### config.mk
export PLATFORM = sky130hd
export DESIGN_NAME = tsp_ctrl
export DESIGN_NICKNAME = d
export VERILOG_FILES = /design/src/hw/rtl/tsp_pkg.sv /design/src/hw/rtl/tsp_ctrl.sv
export SDC_FILE = /design/constraint.sdc
export NUM_CORES = 1
export LEC_CHECK = 0
export BUFFER_PORTS_ARGS = -buffer_cell sky130_fd_sc_hd__buf_2
export CORE_AREA = 2 2 39 41
export DETAILED_ROUTE_END_ITERATION = 8
export DIE_AREA = 0 0 41 43
export PLACE_DENSITY = 0.78
export SYNTH_ARGS = -nofsm -noshare
export SYNTH_HDL_FRONTEND = slang
export SYNTH_SLANG_ARGS = --single-unit
### constraint.sdc
create_clock -name clk -period 1.8 [get_ports clk]
set_input_delay 0.09 -clock clk [delete_from_list [all_inputs] [get_ports clk]]
set_output_delay 0.09 -clock clk [all_outputs]
set_load 0.02 [all_outputs]
### src/hw/rtl/tsp_pkg.sv
// ----------------------------------------------------------------------------
// tsp_pkg
// Shared constants, state type and controller/datapath interface structs for
// the bitmask dynamic-programming tour solver.
// ----------------------------------------------------------------------------
package tsp_pkg;

  localparam int MAX_V = 12;
  localparam int WB    = 16;
  localparam int TCW   = 20;
  localparam int VW    = $clog2(MAX_V);
  localparam int NW    = $clog2(MAX_V + 1);
  localparam int SW    = MAX_V;
  localparam int CELLS = (1 << MAX_V) * MAX_V;
  localparam int CAW   = $clog2(CELLS);
  localparam int WAW   = $clog2(MAX_V * MAX_V);
  localparam longint MAXC = longint'(MAX_V) * ((longint'(1) << WB) - 1);
  localparam int CW    = $clog2(MAXC + 1);
  localparam int EW    = CW + VW + 1;
  localparam int VC_RESET = 4;

  typedef enum logic [3:0] {
    S_LOAD, S_START, S_CELL, S_RED, S_DRAIN, S_WRC, S_FIN, S_FRED,
    S_FDRAIN, S_FDEC, S_TBR, S_TBW, S_EMIT
  } state_t;

  typedef struct packed {
    logic load_we;
    logic start;
    logic cell_wr;
    logic cell_next;
    logic red_start;
    logic fin_start;
    logic red_issue;
    logic tb_start;
    logic tb_rd;
    logic tb_wt;
    logic not_found;
    logic emit_load;
  } cmd_t;

  typedef struct packed {
    logic trivial;
    logic k_last;
    logic cell_last;
    logic acc_v;
    logic n_one;
    logic pos_one;
    logic epos_last;
    logic out_busy;
  } sts_t;

endpackage

### src/hw/rtl/tsp_ctrl.sv
// ----------------------------------------------------------------------------
// tsp_ctrl
// Sequencer for loading, the subset table sweep, the closing search, the
// traceback and the result words.
// ----------------------------------------------------------------------------
module tsp_ctrl (
  input  logic          clk,
  input  logic          rst_n,
  input  logic          in_valid,
  input  logic          in_last,
  output logic          in_stall,
  input  tsp_pkg::sts_t sts,
  output tsp_pkg::cmd_t cmd
);

  tsp_pkg::state_t state_r, state_nxt;
  logic acc;

  assign in_stall = (state_r != tsp_pkg::S_LOAD);
  assign acc      = in_valid && !in_stall;

  always_ff @(posedge clk) begin
    if (!rst_n) begin
      state_r <= tsp_pkg::S_LOAD;
    end else begin
      state_r <= state_nxt;
    end
  end

  always_comb begin
    state_nxt = state_r;
    cmd       = '0;
    unique case (state_r)
      tsp_pkg::S_LOAD: begin
        if (acc) begin
          cmd.load_we = 1'b1;
          if (in_last) begin
            cmd.start = 1'b1;
            state_nxt = tsp_pkg::S_START;
          end
        end
      end
      tsp_pkg::S_START: begin
        state_nxt = sts.n_one ? tsp_pkg::S_EMIT : tsp_pkg::S_CELL;
      end
      tsp_pkg::S_CELL: begin
        if (sts.trivial) begin
          cmd.cell_wr   = 1'b1;
          cmd.cell_next = 1'b1;
        end else begin
          cmd.red_start = 1'b1;
          state_nxt     = tsp_pkg::S_RED;
        end
      end
      tsp_pkg::S_RED: begin
        cmd.red_issue = 1'b1;
        if (sts.k_last) begin
          state_nxt = tsp_pkg::S_DRAIN;
        end
      end
      tsp_pkg::S_DRAIN: begin
        state_nxt = tsp_pkg::S_WRC;
      end
      tsp_pkg::S_WRC: begin
        cmd.cell_wr   = 1'b1;
        cmd.cell_next = 1'b1;
        state_nxt     = sts.cell_last ? tsp_pkg::S_FIN : tsp_pkg::S_CELL;
      end
      tsp_pkg::S_FIN: begin
        cmd.fin_start = 1'b1;
        state_nxt     = tsp_pkg::S_FRED;
      end
      tsp_pkg::S_FRED: begin
        cmd.red_issue = 1'b1;
        if (sts.k_last) begin
          state_nxt = tsp_pkg::S_FDRAIN;
        end
      end
      tsp_pkg::S_FDRAIN: begin
        state_nxt = tsp_pkg::S_FDEC;
      end
      tsp_pkg::S_FDEC: begin
        if (sts.acc_v) begin
          cmd.tb_start = 1'b1;
          state_nxt    = tsp_pkg::S_TBR;
        end else begin
          cmd.not_found = 1'b1;
          state_nxt     = tsp_pkg::S_EMIT;
        end
      end
      tsp_pkg::S_TBR: begin
        cmd.tb_rd = 1'b1;
        state_nxt = tsp_pkg::S_TBW;
      end
      tsp_pkg::S_TBW: begin
        cmd.tb_wt = 1'b1;
        state_nxt = sts.pos_one ? tsp_pkg::S_EMIT : tsp_pkg::S_TBR;
      end
      tsp_pkg::S_EMIT: begin
        if (!sts.out_busy) begin
          cmd.emit_load = 1'b1;
          if (sts.epos_last) begin
            state_nxt = tsp_pkg::S_LOAD;
          end
        end
      end
      default: begin
        state_nxt = tsp_pkg::S_LOAD;
      end
    endcase
  end

endmodule

Yosys cells after proc, flatten, opt, wreduce, memory -nomap -nowiden:

Cells that the tools add are included.

* register bits after elaboration: 4
* input bits: 12
* output and inout port bits: 13
* logic and storage cells: 55

* equal/unequal tests: 19
* mux-type cells: 29
* reduce and logical (&&, ||, !) cells: 6

Operators by type and width (count)
* $pmux 4 s13: 1
* $mux 4: 8
* $eq 4x4->1 const B: 5
* $eq 4x3->1 const B: 4
* $ne 2x2->1 const B: 7
* $mux 1: 13
* $mux 3: 3
* $eq 4x2->1 const B: 2
* $reduce_and 7->1: 1
* $mux 2: 3
* $eq 4x1->1 const B: 1
* $logic_not 4->1: 1
* $pmux 2 s2: 1
* $reduce_bool 4->1: 1
* $reduce_or 2->1: 1
* $logic_and 1x1->1: 1
* $logic_not 1->1: 1

Logic depth before layout (Yosys ltp):

Gate-level depths: netlist of run 1.

* word-level depth: 5
* mapped depth: 6
* gate-level depth less buffers: 4

Worst setup path after synthesis of run 1:

Ideal clock, no wire load.

* kind: reg-to-output
* start point: register state_r[1]
* end point: output cmd[9] (netlist name)
* arrival: 1.527 ns
* required time: 1.710 ns
* setup slack: 0.183 ns
* stages on the path, launching flop included: 7
* cell sequence: dfxtp_1 buf_2 nand2b_1 nor3b_1 a31oi_1 nor2_1 buf_4

RTL lines
* start, declared: RTL line tsp_ctrl.sv:16 `tsp_pkg::state_t state_r, state_nxt;`
* start signal, assigned: RTL line tsp_ctrl.sv:24 `state_r <= tsp_pkg::S_LOAD;`
* start signal, assigned: RTL line tsp_ctrl.sv:26 `state_r <= state_nxt;`
* end, declared: RTL line tsp_ctrl.sv:13 `output tsp_pkg::cmd_t cmd`

==> reports/results.ini, run 1 <==
[power]
p_leak_nw=0.299
power.density_mw_per_mm2=1390
vdd_ir_drop_max_mv=0.737

[drt]
drtIter0Drc=6
first_pass_iters=4
num_vias=557
drt-wirelength-per-cell_um=11.0
wl_mm=1.18
drc=0
ant_nets=0
viasPerCell=5.21

[clock_tree]
cts_made_buffers=3
ctsHtreeMaxLevel=1
clock-sinks=4
clk_root_buffer_cell=clkbuf_4
cts_buffer_depth=2
cts_tree=done
clkSlewWorstSetupHoldPaths_ns=0.04
insertion_delay_ns=0.24

[layout]
fin_nets=105
reg_top3=state_r: 4 flops
design_area_um2=647
area_growth_syn_to_layout_pct=27.0
layout.cells.non_filler=107
antenna_cells=0
largest_reg_flops=4
post_route_cells_drive_above_1_share_pct=41.8
top_register=state_r

[logic_synthesis]
synth_top_area_share_pct=15.7
postSynthCellCount=67
synth_area_um2=509
synth_warnings=0
synth_area_leader_cell=dfxtp_1
ys_seq_elements=4
yosys-top-cells-area=dfxtp_1 16%, nand2b_1 8.6%, a21oi_1 6.9%
synth_edf_count=0
syn_area_per_cell_um2=7.60
synth.distinct_cells=29
syn-num-nets=79
synthArstFlopShare_pct=0
ys_seq_area_share_pct=15.7
ys_dominant_reg_cell=dfxtp_1

[critical_path]
reg2reg_slack_ns=0.24
arrival_ns=1.53
crit_path_max_fanout=13
worstSetupPathType=flop to primary output
worst-r2r-cell-count=4
r2r_end=state_r[2]
cp-end-kind=primary output
cp_data_required_time_ns=1.71
worstSetupStartpointType=flop
r2r_start=state_r[2]

[floorplan]
start_util_pct=36.8
io_pins=25
die_area_mm2=0.00176
die_width_um=41
fp.coreArea_mm2=0.00138
die_h_um=43
num_rows=14

[sta]
max_freq_ghz=0.618
hold_viol_final=0
finalClockSkew_ns=0.00360
fin_setup_tns_ns=0
fin_crit_sh_pct=90.0
rsz0062_at_grt=false
maxSlewViolCount=0
slew_headroom_pct=64.1
post-route-min-period_ns=1.62
worst_slew_pin_slew_ns=0.538
finalSetupViolCount=0

[grt]
overflow=0
grt_pass1_wl_mm=1.81
grt_max_degree=16
grt_util_all_layers_pct=15.2
antenna_found_initial=0
grt_pass1_vias=448

[hold_path]
whs_path_depth=2
min-delay-start=rst_n
min_to=state_r[2]
hold_path_class=input port to flop

[place]
placed_area_um2=622
dp.cells=104
place.port_buffers=24
dpl.hpwl_um=934
gp_congestion=0.836

[outcome]
status=finished clean

[job]
drv_cap=0

==> layer usage <==
layer	vias to the layer above	global-route usage, %	part of all wire [%]
met2	20	24.4	48
met4	0	8.00	2.3
li1	286	-	-
met5	-	0	0
met3	2	3.14	6.1
met1	249	17.7	44
==> worst max-delay path by stage <==
| stage | start | to | slack, ns |
|---|---|---|---|
| 2_1_floorplan | state_r[1] | cmd[9] | 0.18 |
| 3_3_place_gp | state_r[0] | state_r[2] | 0.26 |
| 3_5_place_dp | state_r[0] | state_r[2] | 0.21 |
| 4_1_cts | state_r[0] | cmd[8] | 0.06 |
| 5_1_grt | state_r[1] | cmd[8] | 0.004 |
| 6_report | state_r[3] | cmd[1] | 0.18 |
==> synthesized netlist by cell type (all sizes together) (2+ instances only) <==
master and instances:
nand2 4, a31oi 2, nor3 2, and4bb 2, dfxtp 4, inv 5, nand2b 7, buf 5
a21oi 9, nor2 9, and2 2, nor2b 3
==> kinds of logic (layout without fill, tap and decap cells) <==
logic type / after synthesis / after routing / synth area share, %
AO/OA/AOI/OAI: 19 / 19 / 27.8
buffers and inverters: 10 / 34 / 12.0
flip-flops: 4 / 4 / 15.7
AND/OR/NAND/NOR: 34 / 34 / 44.5
==> what timing repair did <==
item,4_1_cts,5_1_grt
gates resized for setup,0,2
hold buffers,0,0
buffers inserted,0,0
setup endpoints to repair,0,2
==> worst max-delay path, stage by stage, from the launching register on <==
cell and delay (ns):
dfxtp_1 0.63, nand2b_1 0.14, buf_4 0.18, nor3_1 0.15, buf_2 0.18
==> power breakdown <==
| group | total [mW] | internal (mW) | switching (mW) | leakage (nW) |
|---|---|---|---|---|
| Combinational | 0.548 | 0.264 | 0.285 | 0.251 |
| Clock | 0.115 | 0.0748 | 0.0405 | 0.0138 |
| Sequential | 0.238 | 0.124 | 0.114 | 0.0336 |
==> area by class of cell <==
class	instances	area (um2)
fill	152	737
multi-input combinational	53	368
timing repair buffer	26	135
sequential	4	82.6
clock buffer	3	22.5
tap	16	20.0
inverter	5	18.8
==> metrics by stage <==
step	power (mW)	hold slack, ns	util [%]	setup WS [ns]
after global placement	0.769	0.351	44.9	0.261
after global routing	0.980	0.0971	46.7	0.00435
after detailed placement	0.781	0.355	44.9	0.214
after floorplan	0.686	0.232	-	0.183
after CTS	0.903	0.0959	46.6	0.0608
final	0.902	0.104	46.7	0.181
==> layout by cell type (no fill, tap or decap), types with 3 or more instances in the layout <==
cell type	instances
buf_2	24
nor2_1	9
nand2b_1	7
a21oi_1	7
inv_1	5
nand2_1	4
nor2b_1	3
clkbuf_4	3
(Power assumes the default switching activity.)
==> run 2, diff against run 1 <==
--- a/config.mk
+++ b/config.mk
@@ -7,9 +7,11 @@
 export LEC_CHECK = 0
 export BUFFER_PORTS_ARGS = -buffer_cell sky130_fd_sc_hd__buf_2
 export CORE_AREA = 2 2 39 41
+export CTS_BUF_LIST = sky130_fd_sc_hd__clkbuf_2 sky130_fd_sc_hd__clkbuf_4 sky130_fd_sc_hd__clkbuf_8
 export DETAILED_ROUTE_END_ITERATION = 8
 export DIE_AREA = 0 0 41 43
 export PLACE_DENSITY = 0.78
+export REMOVE_ABC_BUFFERS = 1
 export SYNTH_ARGS = -nofsm -noshare
 export SYNTH_HDL_FRONTEND = slang
 export SYNTH_SLANG_ARGS = --single-unit
==> run 2 against run 1 <==
Sequential power up 5%. Non-clock buffer count fell by 1. Final area shrank 1.2%. Largest power group unchanged. Highest routed layer unchanged.
==> reports/results.ini, run 2 (synthesis results as in run 1) <==
[outcome]
status=finished clean

[sta]
post-route-min-period_ns=1.63
fin_crit_sh_pct=90.6
worst_slew_pin_slew_ns=0.557
slew_headroom_pct=62.8
maxSlewViolCount=0
whs_ns=0.103
finalClockSkew_ns=0.00581
fin_setup_tns_ns=0
rsz0062_at_grt=false
max_freq_ghz=0.613
hold_viol_final=0
finalSetupViolCount=0

[floorplan]
start_util_pct=36.8
fp.coreArea_mm2=0.00138
io_pins=25
num_rows=14
die_h_um=43
die_width_um=41
die_area_mm2=0.00176

[clock_tree]
cts_made_buffers=3
postCtsResizedCells=0
clkSlewWorstSetupHoldPaths_ns=0.04
holdBufCountCts=0
ctsHtreeMaxLevel=1
insertion_delay_ns=0.25
cts_tree=done
post_cts_buffers=0
cts_buffer_depth=2
clk_root_buffer_cell=clkbuf_4
clock-sinks=4

[layout]
layout_common_cells=24 x buf_2, 9 x nor2_1, 7 x nand2b_1, 7 x a21oi_1, 5 x inv_1
final.fill_count=140
layout.cells.non_filler=106
antenna_cells=0
largest_reg_flops=4
post_route_cells_drive_above_1_share_pct=41.1
fin_util_pct=46.2
fin_nets=104
top_register=state_r
final_common_cell=buf_2
design_area_um2=639
area_growth_syn_to_layout_pct=25.6
reg_top3=state_r: 4 flops

[critical_path]
arrival_ns=1.54
cp_data_required_time_ns=1.71
worstSetupStartpointType=flop
crit_path_max_fanout=14
cp-end-kind=primary output
worstSetupPathType=flop to primary output

[drt]
drt-wirelength-per-cell_um=11.4
drtIter0Drc=23
first_pass_iters=4
viasPerCell=5.07
drc=0
num_vias=537
ant_nets=0
wl_mm=1.21

[grt]
grt_util_all_layers_pct=14.9
overflow=0
use_met2_pct=23.4
grt_pass1_vias=423
grt-busiest-layer=met2
grt_util_met3_pct=1.57
grtUsageMet1_pct=18.7
grt_max_degree=16
antenna_found_initial=0
grt_pass1_wl_mm=1.80

[place]
dp.cells=103
dpl.hpwl_um=912
place.port_buffers=24
gp_congestion=0.843
placed_area_um2=614

[power]
power.density_mw_per_mm2=1410
p_leak_nw=0.295
vdd_ir_drop_max_mv=0.476

[hold_path]
hold_path_class=input port to flop

[job]
drv_cap=0

[run 2: cell types whose count changed in the layout (fill, tap and decap cells not counted), sizes merged]
cell  before  now
buf       26   25
[run 2: routing by layer]
metal | vias up | wire length [um]
met5 | - | 0
met3 | 2 | 98
met1 | 229 | 561
li1 | 284 | -
met2 | 22 | 524
met4 | 0 | 25
[run 2: where the power goes]
part           switching, mW  leakage (nW)  internal (mW)
registers              0.126        0.0336          0.124
clock network         0.0439        0.0138         0.0750
logic                  0.273         0.247          0.260
[run 2: metrics by stage]
stage / total power, mW / setup WS, ns
3_3_place_gp: 0.758 / 0.274
2_1_floorplan: 0.630 / 0.185
3_5_place_dp: 0.779 / 0.223
6_report: 0.901 / 0.169
5_1_grt: 0.984 / 0.0468
4_1_cts: 0.899 / 0.0400
[run 2: worst paths after layout]
check,startpoint,to,slack (ns),cells after the start
max,state_r[2],cmd[0],0.17,3
min,rst_n,state_r[2],0.10,2
max reg2reg,state_r[3],state_r[1],0.22,4
min reg2reg,state_r[1],state_r[1],0.65,2
[run 2: area by class of cell]
type,instances,area [um2],share of cell area [%]
Inverter,5,18.8,2.94
Timing Repair Buffer,25,128,20.0
Multi-Input combinational cell,53,368,57.5
Tap cell,16,20.0,3.13
Sequential cell,4,82.6,12.9
Clock buffer,3,22.5,3.52
[run 2: worst max-delay path, cell delays in order, from the launching register on]
cell and delay, ns:
dfxtp_1 0.66, and4bb_1 0.33, nor2b_1 0.14, buf_2 0.16
==> run 3, diff against run 2 <==
--- a/config.mk
+++ b/config.mk
@@ -5,12 +5,13 @@
 export SDC_FILE = /design/constraint.sdc
 export NUM_CORES = 1
 export LEC_CHECK = 0
+export ABC_AREA = 1
 export BUFFER_PORTS_ARGS = -buffer_cell sky130_fd_sc_hd__buf_2
 export CORE_AREA = 2 2 39 41
 export CTS_BUF_LIST = sky130_fd_sc_hd__clkbuf_2 sky130_fd_sc_hd__clkbuf_4 sky130_fd_sc_hd__clkbuf_8
 export DETAILED_ROUTE_END_ITERATION = 8
 export DIE_AREA = 0 0 41 43
-export PLACE_DENSITY = 0.78
+export PLACE_DENSITY = 0.75
 export REMOVE_ABC_BUFFERS = 1
 export SYNTH_ARGS = -nofsm -noshare
 export SYNTH_HDL_FRONTEND = slang
==> run 3 against run 2 <==
Final area decreased by 3.1%. Setup slack gained 0.12 ns. Cell count grew 19%. Critical path type unchanged. Clock power decreased by 9%. Critical path depth increased by 2. Synthesized area fell by 7.4%. Largest cell class unchanged. Hold slack gained 0.033 ns. Critical endpoint is now cmd[3]. Total power fell by 47%. Sequential share of layout area hardly changed. Fmax increased by 8.1%. Global-route usage shrank 0.40 points.
==> reports/results.ini, run 3 <==
[grt]
grt_pass1_wl_mm=1.83
antenna_found_initial=0
grt_max_degree=10
overflow=0
grt_pass1_vias=494
grt_util_all_layers_pct=14.5

[sta]
whs_ns=0.136
hold_viol_final=0
fin_crit_sh_pct=83.8
worst_slew_pin_slew_ns=0.394
fin_ws_ns=0.292
max_freq_ghz=0.663
maxSlewViolCount=0
rsz0062_at_grt=false
finalClockSkew_ns=0.000503
slew_headroom_pct=73.7
post-route-min-period_ns=1.51
finalSetupViolCount=0
fin_setup_tns_ns=0

[critical_path]
worstSetupStartpointType=flop
arrival_ns=1.42
cp-end-kind=primary output
cp_data_required_time_ns=1.71
crit_path_max_fanout=9
worstSetupPathType=flop to primary output
reg2reg_slack_ns=0.48

[power]
vdd_ir_drop_max_mv=0.390
p_leak_nw=0.375
power.density_mw_per_mm2=772

[logic_synthesis]
synth_edf_count=0
synthSimpleGateAreaFrac_pct=56.5
synth_area_um2=472
synth.distinct_cells=15
synth_area_leader_cell=dfxtp_1
yosys-top-cells-area=dfxtp_1 17%, nand2_1 16%, inv_1 13%
synth_top_area_share_pct=17.0
syn_area_per_cell_um2=5.55
synth_top_family_by_area=simple AND/OR/NAND/NOR gates
ys_seq_area_share_pct=17.0
postSynthCellCount=85
synth_xor_area_share_pct=0
synthArstFlopShare_pct=0
ys_dominant_reg_cell=dfxtp_1
ys_seq_elements=4
yosysMostFrequentCell=nand2_1
synthTopCellsByCount=20 x nand2_1, 16 x inv_1, 9 x nand3_1, 6 x nor2_1
synth_mux_area_share_pct=0
synth_warnings=0
synth_fa_ha_area_share_pct=0
synth_compound_area_share_pct=7.43

[clock_tree]
insertion_delay_ns=0.23
postCtsResizedCells=0
clk_root_buffer_cell=clkbuf_4
ctsHtreeMaxLevel=1
cts_made_buffers=3
cts_buffer_depth=2
clock-sinks=4
clkSlewWorstSetupHoldPaths_ns=0.04
post_cts_buffers=0
cts_tree=done
holdBufCountCts=0

[layout]
multiInputGateArea_um2=302
reg_top3=state_r: 4 flops
final.fill_count=166
antenna_cells=0
layout.cells.non_filler=126
design_area_um2=619
largest_reg_flops=4
layout_common_cells=24 x buf_2, 20 x nand2_1, 16 x inv_1
area_growth_syn_to_layout_pct=31.3
register_area_um2=80.1
top_register=state_r
post_route_cells_drive_above_1_share_pct=40.9
fin_nets=124
final_common_cell=buf_2

[drt]
num_vias=564
drt-wirelength-per-cell_um=8.55
wl_mm=1.08
ant_nets=0
first_pass_iters=4
viasPerCell=4.48
drc=0
drtIter0Drc=13

[floorplan]
start_util_pct=34.1
io_pins=25
die_area_mm2=0.00176
num_rows=14
fp.coreArea_mm2=0.00138
die_h_um=43
die_width_um=41

[job]
drv_cap=0

[place]
placed_area_um2=597
gp_congestion=0.811
place.port_buffers=24
dp.cells=123
dp_slack_ns=0.487
dpl.hpwl_um=920

[outcome]
status=finished clean

[hold_path]
hold_path_class=input port to flop

==> run 3: critical path, stage by stage (launching register included) <==
cell and delay [ns]:
dfxtp_1 0.55, inv_1 0.10, nor2_2 0.17, inv_1 0.10, nor2_1 0.10, buf_2 0.17
==> run 3: layout make-up <==
| type | instances | share of cell area (%) |
|---|---|---|
| inverter | 20 | 12.1 |
| clock buffer | 3 | 3.64 |
| sequential | 4 | 12.9 |
| tap | 16 | 3.23 |
| multi-input combinational | 59 | 48.7 |
| timing repair buffer | 24 | 19.4 |
==> run 3: metal layers <==
metal	track usage (%)	wire, um
met1	18.4	471
met2	23.4	557
met3	1.57	48
met4	6.00	0
met5	0	0
==> run 3: metrics by stage <==
stage	power [mW]	utilization [%]
6_report	0.478	44.8
3_5_place_dp	0.373	43.1
5_1_grt	0.520	44.8
2_1_floorplan	0.308	-
3_3_place_gp	0.369	43.1
4_1_cts	0.488	44.8
==> run 3: final timing paths <==
path | to | depth (start not counted) | startpoint
setup / recovery | cmd[3] | 5 | state_r[3]
hold / removal | state_r[0] | 3 | rst_n
setup reg to reg | state_r[1] | 8 | state_r[3]
hold reg to reg | state_r[1] | 2 | state_r[1]
==> run 3: power breakdown <==
group	switching (mW)	internal [mW]	total [mW]
registers	0.0305	0.103	0.133
clock network	0.0338	0.0744	0.108
logic	0.156	0.0808	0.237
total	0.220	0.258	0.478
==> run 3: logic make-up after synthesis <==
| kind of cell | count (synthesis) |
|---|---|
| compound gates | 7 |
| buf+inv | 22 |
| flops | 4 |
| simple gates | 52 |
